`src/hw/rtl/dlss_pkg.sv`:
```
// Package with the types and constants of the door latch servo sequencer.
`timescale 1ns / 1ps

package dlss_pkg;

    localparam logic [7:0]  ANGLE_MAX         = 8'd180;
    localparam logic [7:0]  CLOSED_ANGLE_RST  = 8'd90;
    localparam logic [7:0]  OPEN_ANGLE_RST    = 8'd0;
    localparam logic [15:0] DEFAULT_HOLD_RST  = 16'd5000;
    localparam logic [7:0]  STEP_MS_RST       = 8'd15;
    localparam logic [7:0]  TICKS_SAT         = 8'd255;

    localparam logic [1:0] REG_OPEN_ANGLE    = 2'd0;
    localparam logic [1:0] REG_CLOSED_ANGLE  = 2'd1;
    localparam logic [1:0] REG_DEFAULT_HOLD  = 2'd2;
    localparam logic [1:0] REG_STEP_MS       = 2'd3;

    typedef enum logic [2:0] {
        ACT_TICK    = 3'd0,
        ACT_OPEN    = 3'd1,
        ACT_CLOSE   = 3'd2,
        ACT_ASSERT  = 3'd3,
        ACT_RELEASE = 3'd4
    } t_action;

    typedef enum logic [1:0] {
        PH_LOCKED  = 2'd0,
        PH_OPENING = 2'd1,
        PH_OPEN    = 2'd2,
        PH_CLOSING = 2'd3
    } t_phase;

    typedef struct packed {
        logic [2:0]  action;
        logic [15:0] duration_ms;
    } t_in_item;

    typedef struct packed {
        logic [1:0]  door_state;
        logic [7:0]  servo_angle;
        logic [15:0] hold_remaining_ms;
        logic        record_trigger;
    } t_out_item;

    typedef struct packed {
        logic [7:0]  open_angle;
        logic [7:0]  closed_angle;
        logic [15:0] default_hold_ms;
        logic [7:0]  step_ms;
    } t_cfg;

    typedef struct packed {
        logic [7:0]  angle_now;
        logic [7:0]  angle_goal;
        t_phase      phase;
        logic [7:0]  ticks_since_step;
        logic [15:0] hold_length;
        logic        hold_armed;
        logic [15:0] hold_left;
        logic        pulse_active;
        logic [15:0] pulse_left;
    } t_seq_state;

endpackage

```
`src/hw/rtl/dlss_core.sv`:
```
// Sequencer state registers and the single-pass update for one event.
`timescale 1ns / 1ps

module dlss_core
    import dlss_pkg::*;
(
    input  logic      i_clk,
    input  logic      i_rst_n,
    input  logic      i_go,
    input  t_in_item  i_item,
    input  t_cfg      i_cfg,
    output t_out_item o_result
);

    t_seq_state r_state;
    t_seq_state n_state;
    logic       just_armed;
    logic [7:0] angle_step;

    always_ff @(posedge i_clk) begin
        if (!i_rst_n) begin
            r_state.angle_now        <= CLOSED_ANGLE_RST;
            r_state.angle_goal       <= CLOSED_ANGLE_RST;
            r_state.phase            <= PH_LOCKED;
            r_state.ticks_since_step <= TICKS_SAT;
            r_state.hold_length      <= '0;
            r_state.hold_armed       <= 1'b0;
            r_state.hold_left        <= '0;
            r_state.pulse_active     <= 1'b0;
            r_state.pulse_left       <= '0;
        end else if (i_go) begin
            r_state <= n_state;
        end
    end

    always_comb begin
        n_state    = r_state;
        just_armed = 1'b0;
        angle_step = (r_state.angle_goal > r_state.angle_now) ?
                     r_state.angle_now + 8'd1 : r_state.angle_now - 8'd1;
        case (i_item.action)
            ACT_TICK: begin
                if (n_state.ticks_since_step != TICKS_SAT) begin
                    n_state.ticks_since_step = n_state.ticks_since_step + 8'd1;
                end
                if (n_state.pulse_active) begin
                    if (n_state.pulse_left != 16'd0) begin
                        n_state.pulse_left = n_state.pulse_left - 16'd1;
                    end
                    if (n_state.pulse_left == 16'd0) begin
                        n_state.pulse_active = 1'b0;
                    end
                end
                if (n_state.angle_now != n_state.angle_goal) begin
                    if (n_state.ticks_since_step >= i_cfg.step_ms) begin
                        n_state.ticks_since_step = '0;
                        n_state.angle_now        = angle_step;
                        if (angle_step == n_state.angle_goal) begin
                            if (n_state.phase == PH_OPENING) begin
                                n_state.phase      = PH_OPEN;
                                n_state.hold_armed = 1'b1;
                                n_state.hold_left  = n_state.hold_length;
                            end else if (n_state.phase == PH_CLOSING) begin
                                n_state.phase = PH_LOCKED;
                            end
                        end
                    end
                end else begin
                    if (n_state.phase == PH_OPENING) begin
                        n_state.phase      = PH_OPEN;
                        n_state.hold_armed = 1'b1;
                        n_state.hold_left  = n_state.hold_length;
                        just_armed         = 1'b1;
                    end else if (n_state.phase == PH_CLOSING) begin
                        n_state.phase = PH_LOCKED;
                    end
                    if (n_state.phase == PH_OPEN && n_state.hold_armed) begin
                        if (!just_armed && n_state.hold_left != 16'd0) begin
                            n_state.hold_left = n_state.hold_left - 16'd1;
                        end
                        if (n_state.hold_left == 16'd0) begin
                            n_state.angle_goal = i_cfg.closed_angle;
                            n_state.hold_armed = 1'b0;
                            n_state.hold_left  = '0;
                            n_state.phase      = PH_CLOSING;
                        end
                    end
                end
            end
            ACT_OPEN: begin
                n_state.angle_goal  = i_cfg.open_angle;
                n_state.hold_length = (i_item.duration_ms != 16'd0) ?
                                      i_item.duration_ms : i_cfg.default_hold_ms;
                n_state.hold_armed  = 1'b0;
                n_state.hold_left   = '0;
                n_state.phase       = PH_OPENING;
            end
            ACT_CLOSE: begin
                n_state.angle_goal = i_cfg.closed_angle;
                n_state.hold_armed = 1'b0;
                n_state.hold_left  = '0;
                n_state.phase      = PH_CLOSING;
            end
            ACT_ASSERT: begin
                n_state.pulse_active = 1'b1;
                if (i_item.duration_ms > n_state.pulse_left) begin
                    n_state.pulse_left = i_item.duration_ms;
                end
            end
            ACT_RELEASE: begin
                n_state.pulse_active = 1'b0;
                n_state.pulse_left   = '0;
            end
            default: begin
            end
        endcase
    end

    assign o_result.door_state        = n_state.phase;
    assign o_result.servo_angle       = n_state.angle_now;
    assign o_result.hold_remaining_ms = n_state.hold_armed ? n_state.hold_left : 16'd0;
    assign o_result.record_trigger    = n_state.pulse_active;

    // The hold countdown only runs while the door stands open.
    a_armed_only_open: assert property (@(posedge i_clk) disable iff (!i_rst_n)
        r_state.hold_armed |-> r_state.phase == PH_OPEN)
        else $error("hold armed outside the open phase");

    // An idle pulse never keeps time left over.
    a_pulse_idle_clear: assert property (@(posedge i_clk) disable iff (!i_rst_n)
        !r_state.pulse_active |-> r_state.pulse_left == 16'd0)
        else $error("pulse time left while the pulse is inactive");

    // Locked and open are resting phases, so the servo must be at its goal.
    a_rest_at_goal: assert property (@(posedge i_clk) disable iff (!i_rst_n)
        (r_state.phase == PH_LOCKED || r_state.phase == PH_OPEN)
        |-> r_state.angle_now == r_state.angle_goal)
        else $error("resting phase with the servo away from its goal");

    // The servo moves by at most one degree per event.
    a_single_degree: assert property (@(posedge i_clk) disable iff (!i_rst_n)
        $past(i_rst_n) && r_state.angle_now != $past(r_state.angle_now)
        |-> (r_state.angle_now == $past(r_state.angle_now) + 8'd1
          || r_state.angle_now == $past(r_state.angle_now) - 8'd1))
        else $error("servo angle jumped by more than one degree");

endmodule

```
`src/hw/rtl/door_latch_servo_sequencer.sv`:
```
// Top level of the door latch servo sequencer: register port, input and result stages.
`timescale 1ns / 1ps

// Each input beat carries one event (a millisecond tick or a command) and produces exactly
// one result beat with the door phase, servo angle, remaining hold time and record trigger
// level after that event. While the output is free, the block takes one beat per
// clock cycle: the whole state update is a single pass of logic between the input
// register and the result register. With the output free, a result becomes valid at the
// clock edge after the one that accepts its input beat.
// Configuration registers sit at byte addresses 0, 4, 8 and 12. The user must write them
// only while no event is in flight; the block itself does not enforce this.

module door_latch_servo_sequencer
    import dlss_pkg::*;
(
    input  logic        i_clk,
    input  logic        i_rst_n,
    input  logic        i_in_valid,
    output logic        o_in_ready,
    input  t_in_item    i_in_item,
    output logic        o_out_valid,
    input  logic        i_out_ready,
    output t_out_item   o_out_item,
    input  logic        psel,
    input  logic        penable,
    input  logic        pwrite,
    input  logic [3:0]  paddr,
    input  logic [31:0] pwdata,
    output logic [31:0] prdata,
    output logic        pready
);

    t_cfg      r_cfg;
    logic      r_in_valid;
    t_in_item  r_in_item;
    logic      r_out_valid;
    t_out_item r_out_item;
    logic      go;
    logic      cfg_write;
    logic [7:0] wr_angle;
    t_out_item result;

    assign pready    = 1'b1;
    assign cfg_write = psel & penable & pwrite;
    assign wr_angle  = (pwdata[7:0] > ANGLE_MAX) ? ANGLE_MAX : pwdata[7:0];

    always_ff @(posedge i_clk) begin
        if (!i_rst_n) begin
            r_cfg.open_angle      <= OPEN_ANGLE_RST;
            r_cfg.closed_angle    <= CLOSED_ANGLE_RST;
            r_cfg.default_hold_ms <= DEFAULT_HOLD_RST;
            r_cfg.step_ms         <= STEP_MS_RST;
        end else if (cfg_write) begin
            unique case (paddr[3:2])
                REG_OPEN_ANGLE:   r_cfg.open_angle      <= wr_angle;
                REG_CLOSED_ANGLE: r_cfg.closed_angle    <= wr_angle;
                REG_DEFAULT_HOLD: r_cfg.default_hold_ms <= pwdata[15:0];
                REG_STEP_MS:      r_cfg.step_ms         <= pwdata[7:0];
                default: begin
                end
            endcase
        end
    end

    always_comb begin
        unique case (paddr[3:2])
            REG_OPEN_ANGLE:   prdata = {24'd0, r_cfg.open_angle};
            REG_CLOSED_ANGLE: prdata = {24'd0, r_cfg.closed_angle};
            REG_DEFAULT_HOLD: prdata = {16'd0, r_cfg.default_hold_ms};
            REG_STEP_MS:      prdata = {24'd0, r_cfg.step_ms};
            default:          prdata = '0;
        endcase
    end

    // The event in the input register is processed whenever the result register is free
    // or being emptied in the same cycle.
    assign go         = r_in_valid & (~r_out_valid | i_out_ready);
    assign o_in_ready = ~r_in_valid | go;

    always_ff @(posedge i_clk) begin
        if (!i_rst_n) begin
            r_in_valid <= 1'b0;
        end else if (o_in_ready) begin
            r_in_valid <= i_in_valid;
        end
    end

    always_ff @(posedge i_clk) begin
        if (o_in_ready && i_in_valid) begin
            r_in_item <= i_in_item;
        end
    end

    dlss_core u_core (
        .i_clk    (i_clk),
        .i_rst_n  (i_rst_n),
        .i_go     (go),
        .i_item   (r_in_item),
        .i_cfg    (r_cfg),
        .o_result (result)
    );

    always_ff @(posedge i_clk) begin
        if (!i_rst_n) begin
            r_out_valid <= 1'b0;
        end else if (go) begin
            r_out_valid <= 1'b1;
        end else if (i_out_ready) begin
            r_out_valid <= 1'b0;
        end
    end

    always_ff @(posedge i_clk) begin
        if (go) begin
            r_out_item <= result;
        end
    end

    assign o_out_valid = r_out_valid;
    assign o_out_item  = r_out_item;

endmodule

```
`config.mk`:
```
export PLATFORM = sky130hd
export DESIGN_NAME = door_latch_servo_sequencer
export DESIGN_NICKNAME = d
export VERILOG_FILES = /design/src/hw/rtl/dlss_pkg.sv /design/src/hw/rtl/dlss_core.sv /design/src/hw/rtl/door_latch_servo_sequencer.sv
export SDC_FILE = /design/constraint.sdc
export NUM_CORES = 1
export LEC_CHECK = 0
export BUFFER_PORTS_ARGS = -buffer_cell sky130_fd_sc_hd__buf_4
export CAP_MARGIN = 20
export CORE_MARGIN = 2
export CORE_UTILIZATION = 54
export CTS_CLUSTER_DIAMETER = 200
export DETAILED_ROUTE_END_ITERATION = 8
export GPL_TIMING_DRIVEN = 0
export PLACE_DENSITY = 0.74
export SYNTH_ARGS = -nofsm -noshare
export SYNTH_HDL_FRONTEND = slang
export SYNTH_SLANG_ARGS = --single-unit
```
`constraint.sdc`:
```
create_clock -name i_clk -period 4.4 [get_ports i_clk]
set_input_delay 0.66 -clock i_clk [delete_from_list [all_inputs] [get_ports i_clk]]
set_output_delay 0.66 -clock i_clk [all_outputs]
set_load 0.02 [all_outputs]
```
==> summary.md <==
| Metric | Value |
|---|---|
| Ys async rst share | 0% |
| Post-synth EDFFs | 46 |
| Grt ovf | 0 |
| Sequential fraction of the synthesis area | 36.62% |
| Post-CTS Hold Fix Bufs | 0 |
| Multi-input gate area | 6477 um2 |
| # IOs | 124 |
| GRT Resource Usage Total | 32.69% |
| Maximum operating frequency | 219.2 MHz |
| Kind of critical path | reg2reg |
| Crit path required time | 4.76 ns |
| Worst r2r src | u_core.r_state[73] |
| Dpl cells | 1521 |
| Skew-Pair Late Insertion Delay | 0.44 ns |
| Commonest cells after routing, fill and taps aside | buf_4, nand2_1, a21oi_1, dfxtp_1, nor2_1 |
| CP Launch Type | flip-flop |
| Tightest Pin Transition | 1.136 ns |
| WL per Instance | 20.98 um |
| Clock skew | 0.01164 ns |
| Tmin final | 4.562 ns |
| Final ANT Viol Nets | 0 |
| Antenna Cells | 0 |
| CTS buffer count | 17 |
| Failing checks | setup timing |
| Clk slew on worst S/H paths | 0.07 ns |
| Initial antenna violation count | 0 |
| Worst path slowest cell | or3_4 |
| Core area | 18640 um2 |
| # setup viols final | 27 |
| Vias per cell | 6.288 |
| Type of the worst min-delay path | in2reg |
| Rows | 50 |
| Commonest non-fill, non-tap cell in the layout | buf_4 |
| Die Height | 141.6 um |
| Outcome | complete, but fails checks |
| Cell mode on critical path | or3_4 |
| Dpl ws | -1.216 ns |
| Synthesis-stage register bit count | 164 |
| Leak Pwr | 4.781 nW |
| Routability Congestion | 0.9898 |
| Max incr delay on CP | 0.44 ns |
| Via count | 9985 |
| Post-synthesis average cell area | 8.627 um2 |
| CP max FO | 6 |
| WP data arrival | 4.92 ns |
| CTS Sinks | 164 |
| Die Wd | 141.6 um |
| Hold Path Sink | r_in_item[10] |
| I/O Buffers | 86 |
| Initial Util | 54.84% |
| Fin. Hold Viols | 0 |
| TNS Setup | -2.097 ns |
| Yosys warning count | 0 |
| Max VDD drop | 0.2702 mV |
| Slew margin rel. | 23.67% |
| Initial DRC count | 869 |
| Max H-tree Level | 4 |
| Max Cap Viol | 0 |
| Area added between synthesis and finish | 24.89% |
| Reg-to-reg slack, setup | -0.16 ns |
| First-pass GRT wire length | 50600 um |
| Synth Instances | 1185 |
| Bufs and invs on worst path | 3 |
| Die ar. | 20050 um2 |
| TritonRoute pass-1 iters | 5 |
| Final worst slack | -0.1615 ns |
| Layout cells sized above 1 | 23.41% |
| Fillers | 1521 |
| Crit path max-delay family | simple AND/OR/NAND/NOR gates |
| Critical Path End Type | flip-flop |
| Largest net degree at the start of global routing | 37 |
| R2r endpoint | u_core.r_state[22] |
| Number of global-route vias before repair | 9290 |
| Hold_ws | 0.3871 ns |
| Register Area | 3760 um2 |
| Tcrit/Tclk final | 103.7% |
| # DRC | 0 |
| Detail Placement HPWL | 23650 um |
| Distinct cells, synth | 84 |
| Nets | 1449 |
| RSZ-0062 raised after global routing | true |
| Final Max Slew Viols | 0 |
| Final instance area | 12770 um2 |
| Root Buffer | clkbuf_16 |
| Post-Syn Area | 10220 um2 |
| CTS tree | built |
| Cell area power density | 357.3 nW/um2 |
| Final WL | 33320 um |
| Post-DP Area | 11260 um2 |
| Primary FF master, synth | dfxtp_1 |
| FF-to-FF path depth | 17 |
| Hold Crit Start | i_in_item[10] |
| Fin cells | 1588 |
| Min-Delay Path Depth | 1 |
| Cells along the critical path | inv_2 > ha_4 > nand4_1 > or2_4 > o21ai_4 > buf_12 > inv_8 > fa_2 > xnor2_2 > xnor2_1 > or4_1 > or3_4 > or3_4 > or3_4 > o21a_1 > or3_4 > a21oi_2 |
| CTS Buffer Depth | 2 |
[cell usage after synthesis (7+ instances only)]
cell / count / share of area [%]
a21oi_1: 122 / 6.0
dfxtp_1: 118 / 23
nand2_1: 116 / 4.3
o21ai_0: 86 / 4.2
nor2_1: 85 / 3.1
clkbuf_1: 53 / 1.9
edfxtp_1: 46 / 14
ha_1: 45 / 5.5
inv_1: 45 / 1.7
xnor2_1: 30 / 2.6
nor3_1: 29 / 1.4
nand3_1: 25 / 1.2
a211oi_1: 23 / 1.7
o211ai_1: 23 / 1.7
mux2i_1: 21 / 2.1
buf_4: 20 / 1.5
or3_1: 18 / 1.1
and2_1: 16 / 0.98
nand4_1: 14 / 0.86
nor4_1: 13 / 0.80
nand2b_1: 12 / 0.73
a21o_1: 11 / 0.81
a22oi_1: 10 / 0.73
or2_2: 10 / 0.61
a32o_1: 9 / 0.88
o21a_1: 9 / 0.66
o22ai_1: 9 / 0.55
a221oi_1: 8 / 0.69
a2bb2oi_1: 8 / 0.69
a31oi_1: 8 / 0.49
and3_1: 8 / 0.49
mux2_2: 8 / 0.88
mux4_2: 8 / 1.8
a221o_1: 7 / 0.69
o31ai_1: 7 / 0.51
or4_1: 7 / 0.51
xor2_1: 7 / 0.60
[sequential cells by signal, indices dropped and copies added (netlist names)]
signal	cells
o_out_item	27
o_out_valid	1
r_cfg	40
r_in_item	19
r_in_valid	1
u_core.r_state	76
[area by class of cell]
type / count / share of cell area, %
Multi-Input combinational cell: 905 / 50.73
Sequential cell: 164 / 29.45
Timing Repair Buffer: 126 / 7.878
Clock buffer: 23 / 4.165
Buffer: 81 / 3.479
Tap cell: 234 / 2.293
Inverter: 46 / 1.431
Clock inverter: 9 / 0.5781
[metal layers]
layer	vias to the layer above	wire, um	track usage, %
li1	4679	-	-
met1	4725	13730	41.60
met2	462	15370	52.43
met3	119	2530	7.020
met4	0	1688	17.11
met5	-	0	0
[worst reg2reg max path: cells and delay by family, from the launching register on]
kind	cells	cell delay, ns
simple gates	7	2.41
fa+ha+maj	2	0.70
compound gates	3	0.43
flops	1	0.35
xor+xnor	2	0.34
buf+inv	3	0.27
[kinds of logic after synthesis]
logic type / after synthesis / share of synthesized area (%)
other: 2 / 0.07346
DFF: 164 / 36.62
and+or+nand+nor: 388 / 19.35
xor gates and xnor gates: 42 / 4.210
buffers and inverters: 131 / 5.825
AOI/OAI and AO/OA: 374 / 23.39
adders and majority gates: 46 / 5.703
muxes: 38 / 4.834
[where the power goes]
part / switching (mW) / internal, mW / total, mW
Combinational: 0.779 / 0.597 / 1.38
Clock: 0.664 / 0.866 / 1.53
Sequential: 0.0490 / 1.61 / 1.66
Total: 1.49 / 3.07 / 4.56
[worst max path at each step]
stage | start | slack (ns) | depth (start not counted) | to
CTS | u_core.r_state[69] | -0.03 | 19 | u_core.r_state[22]
floorplan | u_core.r_state[59] | 0.02 | 18 | o_out_item[3]
global placement | u_core.r_state[59] | -1.19 | 19 | o_out_item[3]
detailed placement | u_core.r_state[59] | -1.22 | 19 | o_out_item[1]
finish | u_core.r_state[73] | -0.16 | 17 | u_core.r_state[22]
global route | u_core.r_state[72] | -0.25 | 17 | u_core.r_state[22]
[timing repair]
item | 4_1_cts | 5_1_grt
endpoints found under the hold margin | 0 | 0
buffers inserted | 19 | 18
gates cloned | 1 | 1
endpoints found under the setup margin | 45 | 48
pin swaps | 18 | 37
gates resized for setup | 68 | 76
[per-stage QoR]
| stage | util (%) | total power, mW |
|---|---|---|
| 6_report | 68.49 | 4.562 |
| 5_1_grt | 68.49 | 4.712 |
| 4_1_cts | 66.29 | 4.425 |
| 3_5_place_dp | 60.40 | 2.781 |
| 3_3_place_gp | 60.34 | 2.765 |
| 2_1_floorplan | - | 2.486 |
Note: power is estimated with default switching activity, not from simulation.
